[src/hw/rtl/ba_pkg.sv]
// ----------------------------------------------------------------------------
// ba_pkg
// Types and codes shared by the buddy allocator controller and datapath.
// ----------------------------------------------------------------------------
package ba_pkg;

    localparam logic FUNC_ALLOC = 1'b0;
    localparam logic FUNC_FREE  = 1'b1;

    localparam logic [2:0] STAT_OK       = 3'd0;
    localparam logic [2:0] STAT_ZERO     = 3'd1;
    localparam logic [2:0] STAT_NOMEM    = 3'd2;
    localparam logic [2:0] STAT_OUTSIDE  = 3'd3;
    localparam logic [2:0] STAT_NOTALLOC = 3'd4;
    localparam logic [2:0] STAT_NULL     = 3'd5;

    typedef struct packed {
        logic        func;
        logic [31:0] request_size;
        logic [31:0] free_address;
    } ba_in_t;

    typedef struct packed {
        logic [2:0]  result_status;
        logic [31:0] result_address;
    } ba_out_t;

    typedef enum logic [4:0] {
        ST_CLEAR, ST_INIT, ST_IDLE, ST_DISPATCH,
        ST_A_SIZE, ST_A_SRCH, ST_A_POP, ST_A_POPW, ST_A_MARK,
        ST_A_PH1, ST_A_PH2, ST_A_PLO, ST_A_PL1, ST_A_PL2, ST_A_NEXT,
        ST_F_RD, ST_F_CHK, ST_F_OFF, ST_F_C1, ST_F_C2,
        ST_F_CLR, ST_F_BCHK, ST_F_RMW, ST_F_UP, ST_F_PH1, ST_F_PH2,
        ST_OK, ST_DONE
    } state_t;

    typedef enum logic [4:0] {
        OP_NONE, OP_CLEAR, OP_INIT, OP_LOAD,
        OP_TGT_DEC, OP_CUR_FROM_TGT, OP_CUR_DEC, OP_CUR_INC,
        OP_POP_RD, OP_RM_RD, OP_RM_WR, OP_PUSH1, OP_PUSH2,
        OP_MARK, OP_MARK_SPLIT, OP_SET_PUSH_LOW,
        OP_MARK_RD, OP_ALIGN, OP_CHILD0_RD, OP_CHILD1_RD, OP_CLR_RD, OP_MERGE,
        OP_FINISH, OP_EMIT
    } op_t;

    typedef struct packed {
        op_t        op;
        logic [2:0] code;
    } cmd_t;

    typedef struct packed {
        logic is_free;
        logic addr_null;
        logic addr_out;
        logic size_zero;
        logic size_big;
        logic min_big;
        logic size_gt;
        logic head_nil;
        logic cur_zero;
        logic cur_lt_tgt;
        logic cur_last;
        logic mark_q;
        logic off_ok;
        logic out_busy;
        logic clr_last;
    } flags_t;

endpackage

[src/hw/rtl/ba_ctrl.sv]
// ----------------------------------------------------------------------------
// ba_ctrl
// Sequencer for allocate and free requests; drives datapath commands.
// ----------------------------------------------------------------------------
module ba_ctrl (
    input  logic            aclk,
    input  logic            aresetn,
    input  logic            s_valid,
    output logic            s_ready,
    input  ba_pkg::flags_t  flags,
    output ba_pkg::cmd_t    cmd
);
    import ba_pkg::*;

    state_t state_reg, state_next;

    always_ff @(posedge aclk) begin
        if (!aresetn) begin
            state_reg <= ST_CLEAR;
        end else begin
            state_reg <= state_next;
        end
    end

    always_comb begin
        state_next = state_reg;
        unique case (state_reg)
            ST_CLEAR:    if (flags.clr_last) state_next = ST_INIT;
            ST_INIT:     state_next = ST_IDLE;
            ST_IDLE:     if (s_valid) state_next = ST_DISPATCH;
            ST_DISPATCH: begin
                if (flags.is_free) begin
                    if (flags.addr_null || flags.addr_out) state_next = ST_DONE;
                    else state_next = ST_F_RD;
                end else begin
                    if (flags.size_zero || flags.size_big || flags.min_big) begin
                        state_next = ST_DONE;
                    end else begin
                        state_next = ST_A_SIZE;
                    end
                end
            end
            ST_A_SIZE:   if (!flags.size_gt) state_next = ST_A_SRCH;
            ST_A_SRCH: begin
                if (!flags.head_nil) state_next = ST_A_POP;
                else if (flags.cur_zero) state_next = ST_DONE;
            end
            ST_A_POP:    state_next = ST_A_POPW;
            ST_A_POPW:   state_next = ST_A_MARK;
            ST_A_MARK:   state_next = flags.cur_lt_tgt ? ST_A_PH1 : ST_OK;
            ST_A_PH1:    state_next = ST_A_PH2;
            ST_A_PH2:    state_next = ST_A_PLO;
            ST_A_PLO:    state_next = ST_A_PL1;
            ST_A_PL1:    state_next = ST_A_PL2;
            ST_A_PL2:    state_next = ST_A_NEXT;
            ST_A_NEXT:   state_next = ST_A_POP;
            ST_F_RD:     state_next = ST_F_CHK;
            ST_F_CHK: begin
                if (flags.mark_q) state_next = ST_F_OFF;
                else if (flags.cur_zero) state_next = ST_DONE;
                else state_next = ST_F_RD;
            end
            ST_F_OFF: begin
                if (!flags.off_ok) state_next = ST_DONE;
                else if (flags.cur_last) state_next = ST_F_CLR;
                else state_next = ST_F_C1;
            end
            ST_F_C1:     state_next = flags.mark_q ? ST_DONE : ST_F_C2;
            ST_F_C2:     state_next = flags.mark_q ? ST_DONE : ST_F_CLR;
            ST_F_CLR:    state_next = flags.cur_zero ? ST_F_PH1 : ST_F_BCHK;
            ST_F_BCHK:   state_next = flags.mark_q ? ST_F_PH1 : ST_F_RMW;
            ST_F_RMW:    state_next = ST_F_UP;
            ST_F_UP:     state_next = ST_F_CLR;
            ST_F_PH1:    state_next = ST_F_PH2;
            ST_F_PH2:    state_next = ST_OK;
            ST_OK:       state_next = ST_DONE;
            ST_DONE:     if (!flags.out_busy) state_next = ST_IDLE;
            default:     state_next = ST_CLEAR;
        endcase
    end

    always_comb begin
        cmd.op   = OP_NONE;
        cmd.code = STAT_OK;
        s_ready  = 1'b0;
        unique case (state_reg)
            ST_CLEAR:    cmd.op = OP_CLEAR;
            ST_INIT:     cmd.op = OP_INIT;
            ST_IDLE: begin
                s_ready = 1'b1;
                if (s_valid) cmd.op = OP_LOAD;
            end
            ST_DISPATCH: begin
                if (flags.is_free) begin
                    if (flags.addr_null) begin
                        cmd.op   = OP_FINISH;
                        cmd.code = STAT_NULL;
                    end else if (flags.addr_out) begin
                        cmd.op   = OP_FINISH;
                        cmd.code = STAT_OUTSIDE;
                    end
                end else begin
                    if (flags.size_zero) begin
                        cmd.op   = OP_FINISH;
                        cmd.code = STAT_ZERO;
                    end else if (flags.size_big || flags.min_big) begin
                        cmd.op   = OP_FINISH;
                        cmd.code = STAT_NOMEM;
                    end
                end
            end
            ST_A_SIZE:   cmd.op = flags.size_gt ? OP_TGT_DEC : OP_CUR_FROM_TGT;
            ST_A_SRCH: begin
                if (flags.head_nil) begin
                    if (flags.cur_zero) begin
                        cmd.op   = OP_FINISH;
                        cmd.code = STAT_NOMEM;
                    end else begin
                        cmd.op = OP_CUR_DEC;
                    end
                end
            end
            ST_A_POP:    cmd.op = OP_POP_RD;
            ST_A_POPW:   cmd.op = OP_RM_WR;
            ST_A_MARK:   cmd.op = flags.cur_lt_tgt ? OP_MARK_SPLIT : OP_MARK;
            ST_A_PH1:    cmd.op = OP_PUSH1;
            ST_A_PH2:    cmd.op = OP_PUSH2;
            ST_A_PLO:    cmd.op = OP_SET_PUSH_LOW;
            ST_A_PL1:    cmd.op = OP_PUSH1;
            ST_A_PL2:    cmd.op = OP_PUSH2;
            ST_A_NEXT:   cmd.op = OP_CUR_INC;
            ST_F_RD:     cmd.op = OP_MARK_RD;
            ST_F_CHK: begin
                if (flags.mark_q) begin
                    cmd.op = OP_ALIGN;
                end else if (flags.cur_zero) begin
                    cmd.op   = OP_FINISH;
                    cmd.code = STAT_NOTALLOC;
                end else begin
                    cmd.op = OP_CUR_DEC;
                end
            end
            ST_F_OFF: begin
                if (!flags.off_ok) begin
                    cmd.op   = OP_FINISH;
                    cmd.code = STAT_NOTALLOC;
                end else if (!flags.cur_last) begin
                    cmd.op = OP_CHILD0_RD;
                end
            end
            ST_F_C1: begin
                if (flags.mark_q) begin
                    cmd.op   = OP_FINISH;
                    cmd.code = STAT_NOTALLOC;
                end else begin
                    cmd.op = OP_CHILD1_RD;
                end
            end
            ST_F_C2: begin
                if (flags.mark_q) begin
                    cmd.op   = OP_FINISH;
                    cmd.code = STAT_NOTALLOC;
                end
            end
            ST_F_CLR:    cmd.op = OP_CLR_RD;
            ST_F_BCHK:   if (!flags.mark_q) cmd.op = OP_RM_RD;
            ST_F_RMW:    cmd.op = OP_RM_WR;
            ST_F_UP:     cmd.op = OP_MERGE;
            ST_F_PH1:    cmd.op = OP_PUSH1;
            ST_F_PH2:    cmd.op = OP_PUSH2;
            ST_OK: begin
                cmd.op   = OP_FINISH;
                cmd.code = STAT_OK;
            end
            ST_DONE:     if (!flags.out_busy) cmd.op = OP_EMIT;
            default:     cmd.op = OP_NONE;
        endcase
    end

endmodule

[config.mk]
export PLATFORM = sky130hd
export DESIGN_NAME = ba_ctrl
export DESIGN_NICKNAME = d
export VERILOG_FILES = /design/src/hw/rtl/ba_pkg.sv /design/src/hw/rtl/ba_ctrl.sv
export SDC_FILE = /design/constraint.sdc
export NUM_CORES = 1
export LEC_CHECK = 0
export BUFFER_PORTS_ARGS = -buffer_cell sky130_fd_sc_hd__clkbuf_2
export CAP_MARGIN = 20
export CORE_ASPECT_RATIO = 1.25
export CORE_MARGIN = 2
export CORE_UTILIZATION = 55
export CTS_CLUSTER_DIAMETER = 50
export DETAILED_ROUTE_END_ITERATION = 8
export PLACE_DENSITY = 0.81
export SETUP_SLACK_MARGIN = 0.15
export SYNTH_ARGS = -nofsm -noshare
export SYNTH_HDL_FRONTEND = slang
export SYNTH_SLANG_ARGS = --single-unit
[constraint.sdc]
create_clock -name aclk -period 2.4 [get_ports aclk]
set_input_delay 0.12 -clock aclk [delete_from_list [all_inputs] [get_ports aclk]]
set_output_delay 0.12 -clock aclk [all_outputs]
set_load 0.005 [all_outputs]
Word level (Yosys, flattened, before mapping)
Cells that the tools add are included.
W data, S select, Z words.
- word-level logic and storage cells: 86
- input bits: 18
- bits in writable memories: 0
- flip-flop bits (word level): 5
- memories: 0
- bits in latches: 0
- memory bits (read-only): 0
- output and inout port bits: 9
- bitwise operators: 0
- div/mod/pow operators: 0
- order comparisons: 0
- mux-type cells: 44
- shift-type cells: 0
- $mul: 0
- add/subtract/negate cells: 0
- eq/ne operators: 32
- reductions and logical operators: 9
- operators with widths (kind ; count):
    $pmux W5 S28 ; 1
    $pmux W5 S23 ; 1
    $mux W5 ; 17
    $eq A5 B5 Y1 const B ; 12
    $mux W8 ; 7
    $eq A5 B4 Y1 const B ; 8
    $mux W4 ; 6
    $eq A5 B3 Y1 const B ; 4
    $mux W3 ; 6
    $pmux W3 S6 ; 1
    $eq A5 B2 Y1 const B ; 2
    $ne A2 B2 Y1 const B ; 4
    $mux W2 ; 3
    $reduce_or A3 Y1 ; 2
    $eq A5 B1 Y1 const B ; 1
    $logic_not A5 Y1 ; 1
    $reduce_and A5 Y1 ; 1
    $logic_or A1 B1 Y1 ; 4
    $ne A3 B3 Y1 const B ; 1
    $mux W1 ; 2
    $reduce_or A2 Y1 ; 1

Logic depth before layout (Yosys ltp)
- depth after elaboration: 5
- depth in mapped cells: 8
- depth with buffers taken out: 5

Least setup slack after synthesis
OpenSTA, ideal clock, no wires.
- kind: reg2reg
- start: reg state_reg[1]
- end: reg state_reg[4]
- library setup time: 0.115 ns
- data required time: 2.285 ns
- cell stages (with the launch flop): 7
- arrival time: 1.670 ns
- path buffers: 1
- setup slack: 0.614 ns
- path through: dfxtp_1 -> buf_4 -> or3b_1 -> or3_4 -> o221a_4 -> a21oi_2 -> and3b_1
- cells in the longest elaborated chain, start to end: 3
- ends and longest elaborated chain (item ; line ; text):
    from (decl) ; ba_ctrl.sv:15 ; state_t state_reg, state_next;
    from (signal assigned) ; ba_ctrl.sv:21 ; state_reg <= state_next;
    $eq A5 B3 Y1 (tied with other cells) ; ba_ctrl.sv:27 ; unique case (state_reg)
    $ne A3 B3 Y1 (no source line) / $ne A2 B2 Y1 (equally long branches) ; n/a ;
    $reduce_and A5 Y1 (no source line) ; n/a ;
Several ways; a longest one is shown, not always the timed one.
A chain may end at the register's enable or synchronous reset.

==> impl_metrics.py <==
metrics = {
    "logic_synthesis": {
        "synth.avg_cell_area_um2": 6.301,
        "synth_edf_count": 0,
        "async_flop_share_pct": 0,
        "netlist_area_um2": 1235,
        "ys_seq_area_share_pct": 8.105,
        "syn-num-nets": 214,
        "yosysUniqueCellTypes": 55,
        "syn_inst": 196,
        "synth_top_flop_cell": "dfxtp_1",
        "yosys_warnings": 0,
        "ys_ff_latch": 5,
        "synth_area_leaders": "dfxtp_1, nand2b_1, a21oi_1",
        "yosys.area.top_type": "dfxtp_1",
        "synth_top_area_share_pct": 8.105,
    },
    "sta": {
        "worst_pin_slew_ns": 0.5139,
        "rsz0062_at_grt": "true",
        "fin_crit_ns": 2.230,
        "fmax_mhz": 448.4,
        "max_slew_margin_pct": 65.26,
        "final_max_slew_viol_count": 0,
        "tns_ns": 0,
        "hold_viol_final": 0,
        "period_share_pct": 92.93,
        "fin_worst_skew_ns": 0.001414,
        "setup_viol": 0,
    },
    "place": {
        "hpwlAfterDp_um": 3350,
        "finalWeightedCongestion": 1.128,
        "io_buffers": 26,
    },
    "drt": {
        "first_pass_iters": 5,
        "wl_per_cell_um": 17.76,
        "wl_um": 4529,
        "vias_per_cell": 6.886,
        "via_count": 1756,
        "ant_nets": 0,
        "initialDrtViolationCount": 142,
        "drc": 0,
    },
    "floorplanning": {
        "die_area_um2": 2643,
        "die_w_um": 46.38,
        "die_y_um": 56.98,
        "start_util_pct": 57.08,
        "ios": 27,
        "rows": 19,
        "core_um2": 2163,
    },
    "outcome": {
        "outcome": "completed",
    },
    "clock_tree": {
        "cts-htree-levels": 1,
        "cts_sinks": 5,
        "root_buffer": "clkbuf_4",
        "cts_tree": "yes",
        "clockBufferDepth": 2,
        "clock_latency_ns": 0.25,
        "path_clk_slew_ns": 0.04,
        "numCtsBuffers": 3,
        "cts_setup_buffers": 0,
    },
    "layout": {
        "post-route-util_pct": 68.36,
        "layout_common_cells": "clkbuf_2, nand2_1, nor2_1, a21oi_1",
        "n_fill_cell": 189,
        "antenna_cells": 0,
        "largest_reg_flops": 5,
        "nets": 243,
        "area_growth_pct": 19.76,
        "drive_above_1_share_pct": 21.88,
        "final_common_cell": "clkbuf_2",
    },
    "global_route": {
        "antenna_found_initial": 0,
        "grt_max_degree": 26,
        "grt_pass1_wl_um": 7251,
        "grt_pass1_vias": 1541,
        "overflow": 0,
        "track_usage_pct": 36.26,
    },
    "hold_path": {
        "hp-class": "in -> reg",
    },
    "setup_path": {
        "crit_path_max_fanout": 17,
        "endpoint_kind": "output port",
        "cp_slowest_cell": "dfxtp_1",
        "path_class": "reg -> out",
        "start_kind": "flop",
        "required_ns": 2.28,
        "cp.arrival_ns": 2.11,
        "cpPeakStageDelay_ns": 0.56,
        "crit_chain": "buf_4, nand2b_1, nor3_1, a21oi_1, o21ai_0, a2111o_1, clkbuf_2",
    },
    "power_and_ir_drop": {
        "peakVddDrop_uv": 479.2,
        "leakagePower_nw": 0.5780,
        "power_density_nw_per_um2": 876.9,
    },
    "run": {
        "maxCapViolations": 0,
    },
}
per-layer routing:
layer	global-route usage [%]	vias to the layer above	routed length, µm
li1	-	806	-
met1	49.52	793	1771
met2	57.54	134	2060
met3	3.797	23	518
met4	13.06	0	178
met5	0	-	0
worst max-delay path, delay by kind of cell, from the launching register on:
family                 cells  cell delay (ns)
buffers and inverters      2             0.41
AO/OA/AOI/OAI              3             0.63
flip-flops                 1             0.56
AND/OR/NAND/NOR            2             0.26
power by group:
part	total (W)	leakage [nW]	switching [W]	internal (W)
clock	0.000104	0.0150	0.0000405	0.0000632
combinational	0.00106	0.522	0.000633	0.000425
sequential	0.000135	0.0413	0.0000289	0.000106
cell families (layout without fill, tap and decap cells):
group	count (synthesis)	in the layout	share of synthesized area, %
compound gates	71	71	40.53
buf+inv	24	52	7.903
flops	5	5	8.106
mux	3	3	2.432
simple gates	93	93	41.03
synthesized netlist by cell type (2+ instances only):
library cell,count
o211ai_1,6
o2bb2ai_1,2
buf_2,3
o22ai_1,4
nand2b_1,13
nor4_1,3
o21ai_1,2
dfxtp_1,5
mux2i_1,3
a32o_1,2
buf_1,2
nor3_1,6
nor4b_1,2
and2_1,2
o32ai_1,4
nand3_1,8
nand4_1,4
clkbuf_1,10
nor2b_1,8
nor3b_1,4
nor2_1,15
o31ai_1,3
a21oi_1,15
a32oi_1,3
o221ai_1,2
o21ai_0,10
nand2_1,18
or3_1,2
inv_1,7
o21a_1,2
a31oi_1,2
final cells by class:
cell class	count	area, µm²	area share [%]
multi-input combinational	167	1044	70.56
timing repair buffer	40	239.0	16.16
sequential	5	101.3	6.853
tap	31	38.79	2.623
inverter	8	30.03	2.030
clock buffer	4	26.28	1.777
per-stage QoR:
step / power, W / std cells / hold WS, ns / cell area, µm² / setup slack [ns]
final: 0.001297 / 255 / 0.1556 / 1479 / 0.1697
after global routing: 0.001391 / 255 / 0.1731 / 1479 / 0.1009
after CTS: 0.001252 / 255 / 0.1565 / 1468 / 0.2067
after detailed placement: 0.001145 / 251 / 0.4060 / 1441 / 0.4212
after global placement: 0.001140 / 251 / 0.4016 / 1441 / 0.4371
after floorplan: 0.0008364 / 196 / 0.2346 / 1235 / 0.6144
final timing paths:
kind	startpoint	end	slack (ns)	depth (start not counted)
max	state_reg[3]	cmd[3]	0.17	7
min	aresetn	state_reg[3]	0.16	3
max reg2reg	state_reg[3]	state_reg[2]	0.38	6
min reg2reg	state_reg[0]	state_reg[0]	0.85	4
timing repair:
action | CTS | global route
gates resized for setup | 0 | 3
hold buffers | 0 | 0
endpoints found under the setup margin | 0 | 4
No activity file was read; power rests on OpenSTA's default activity.
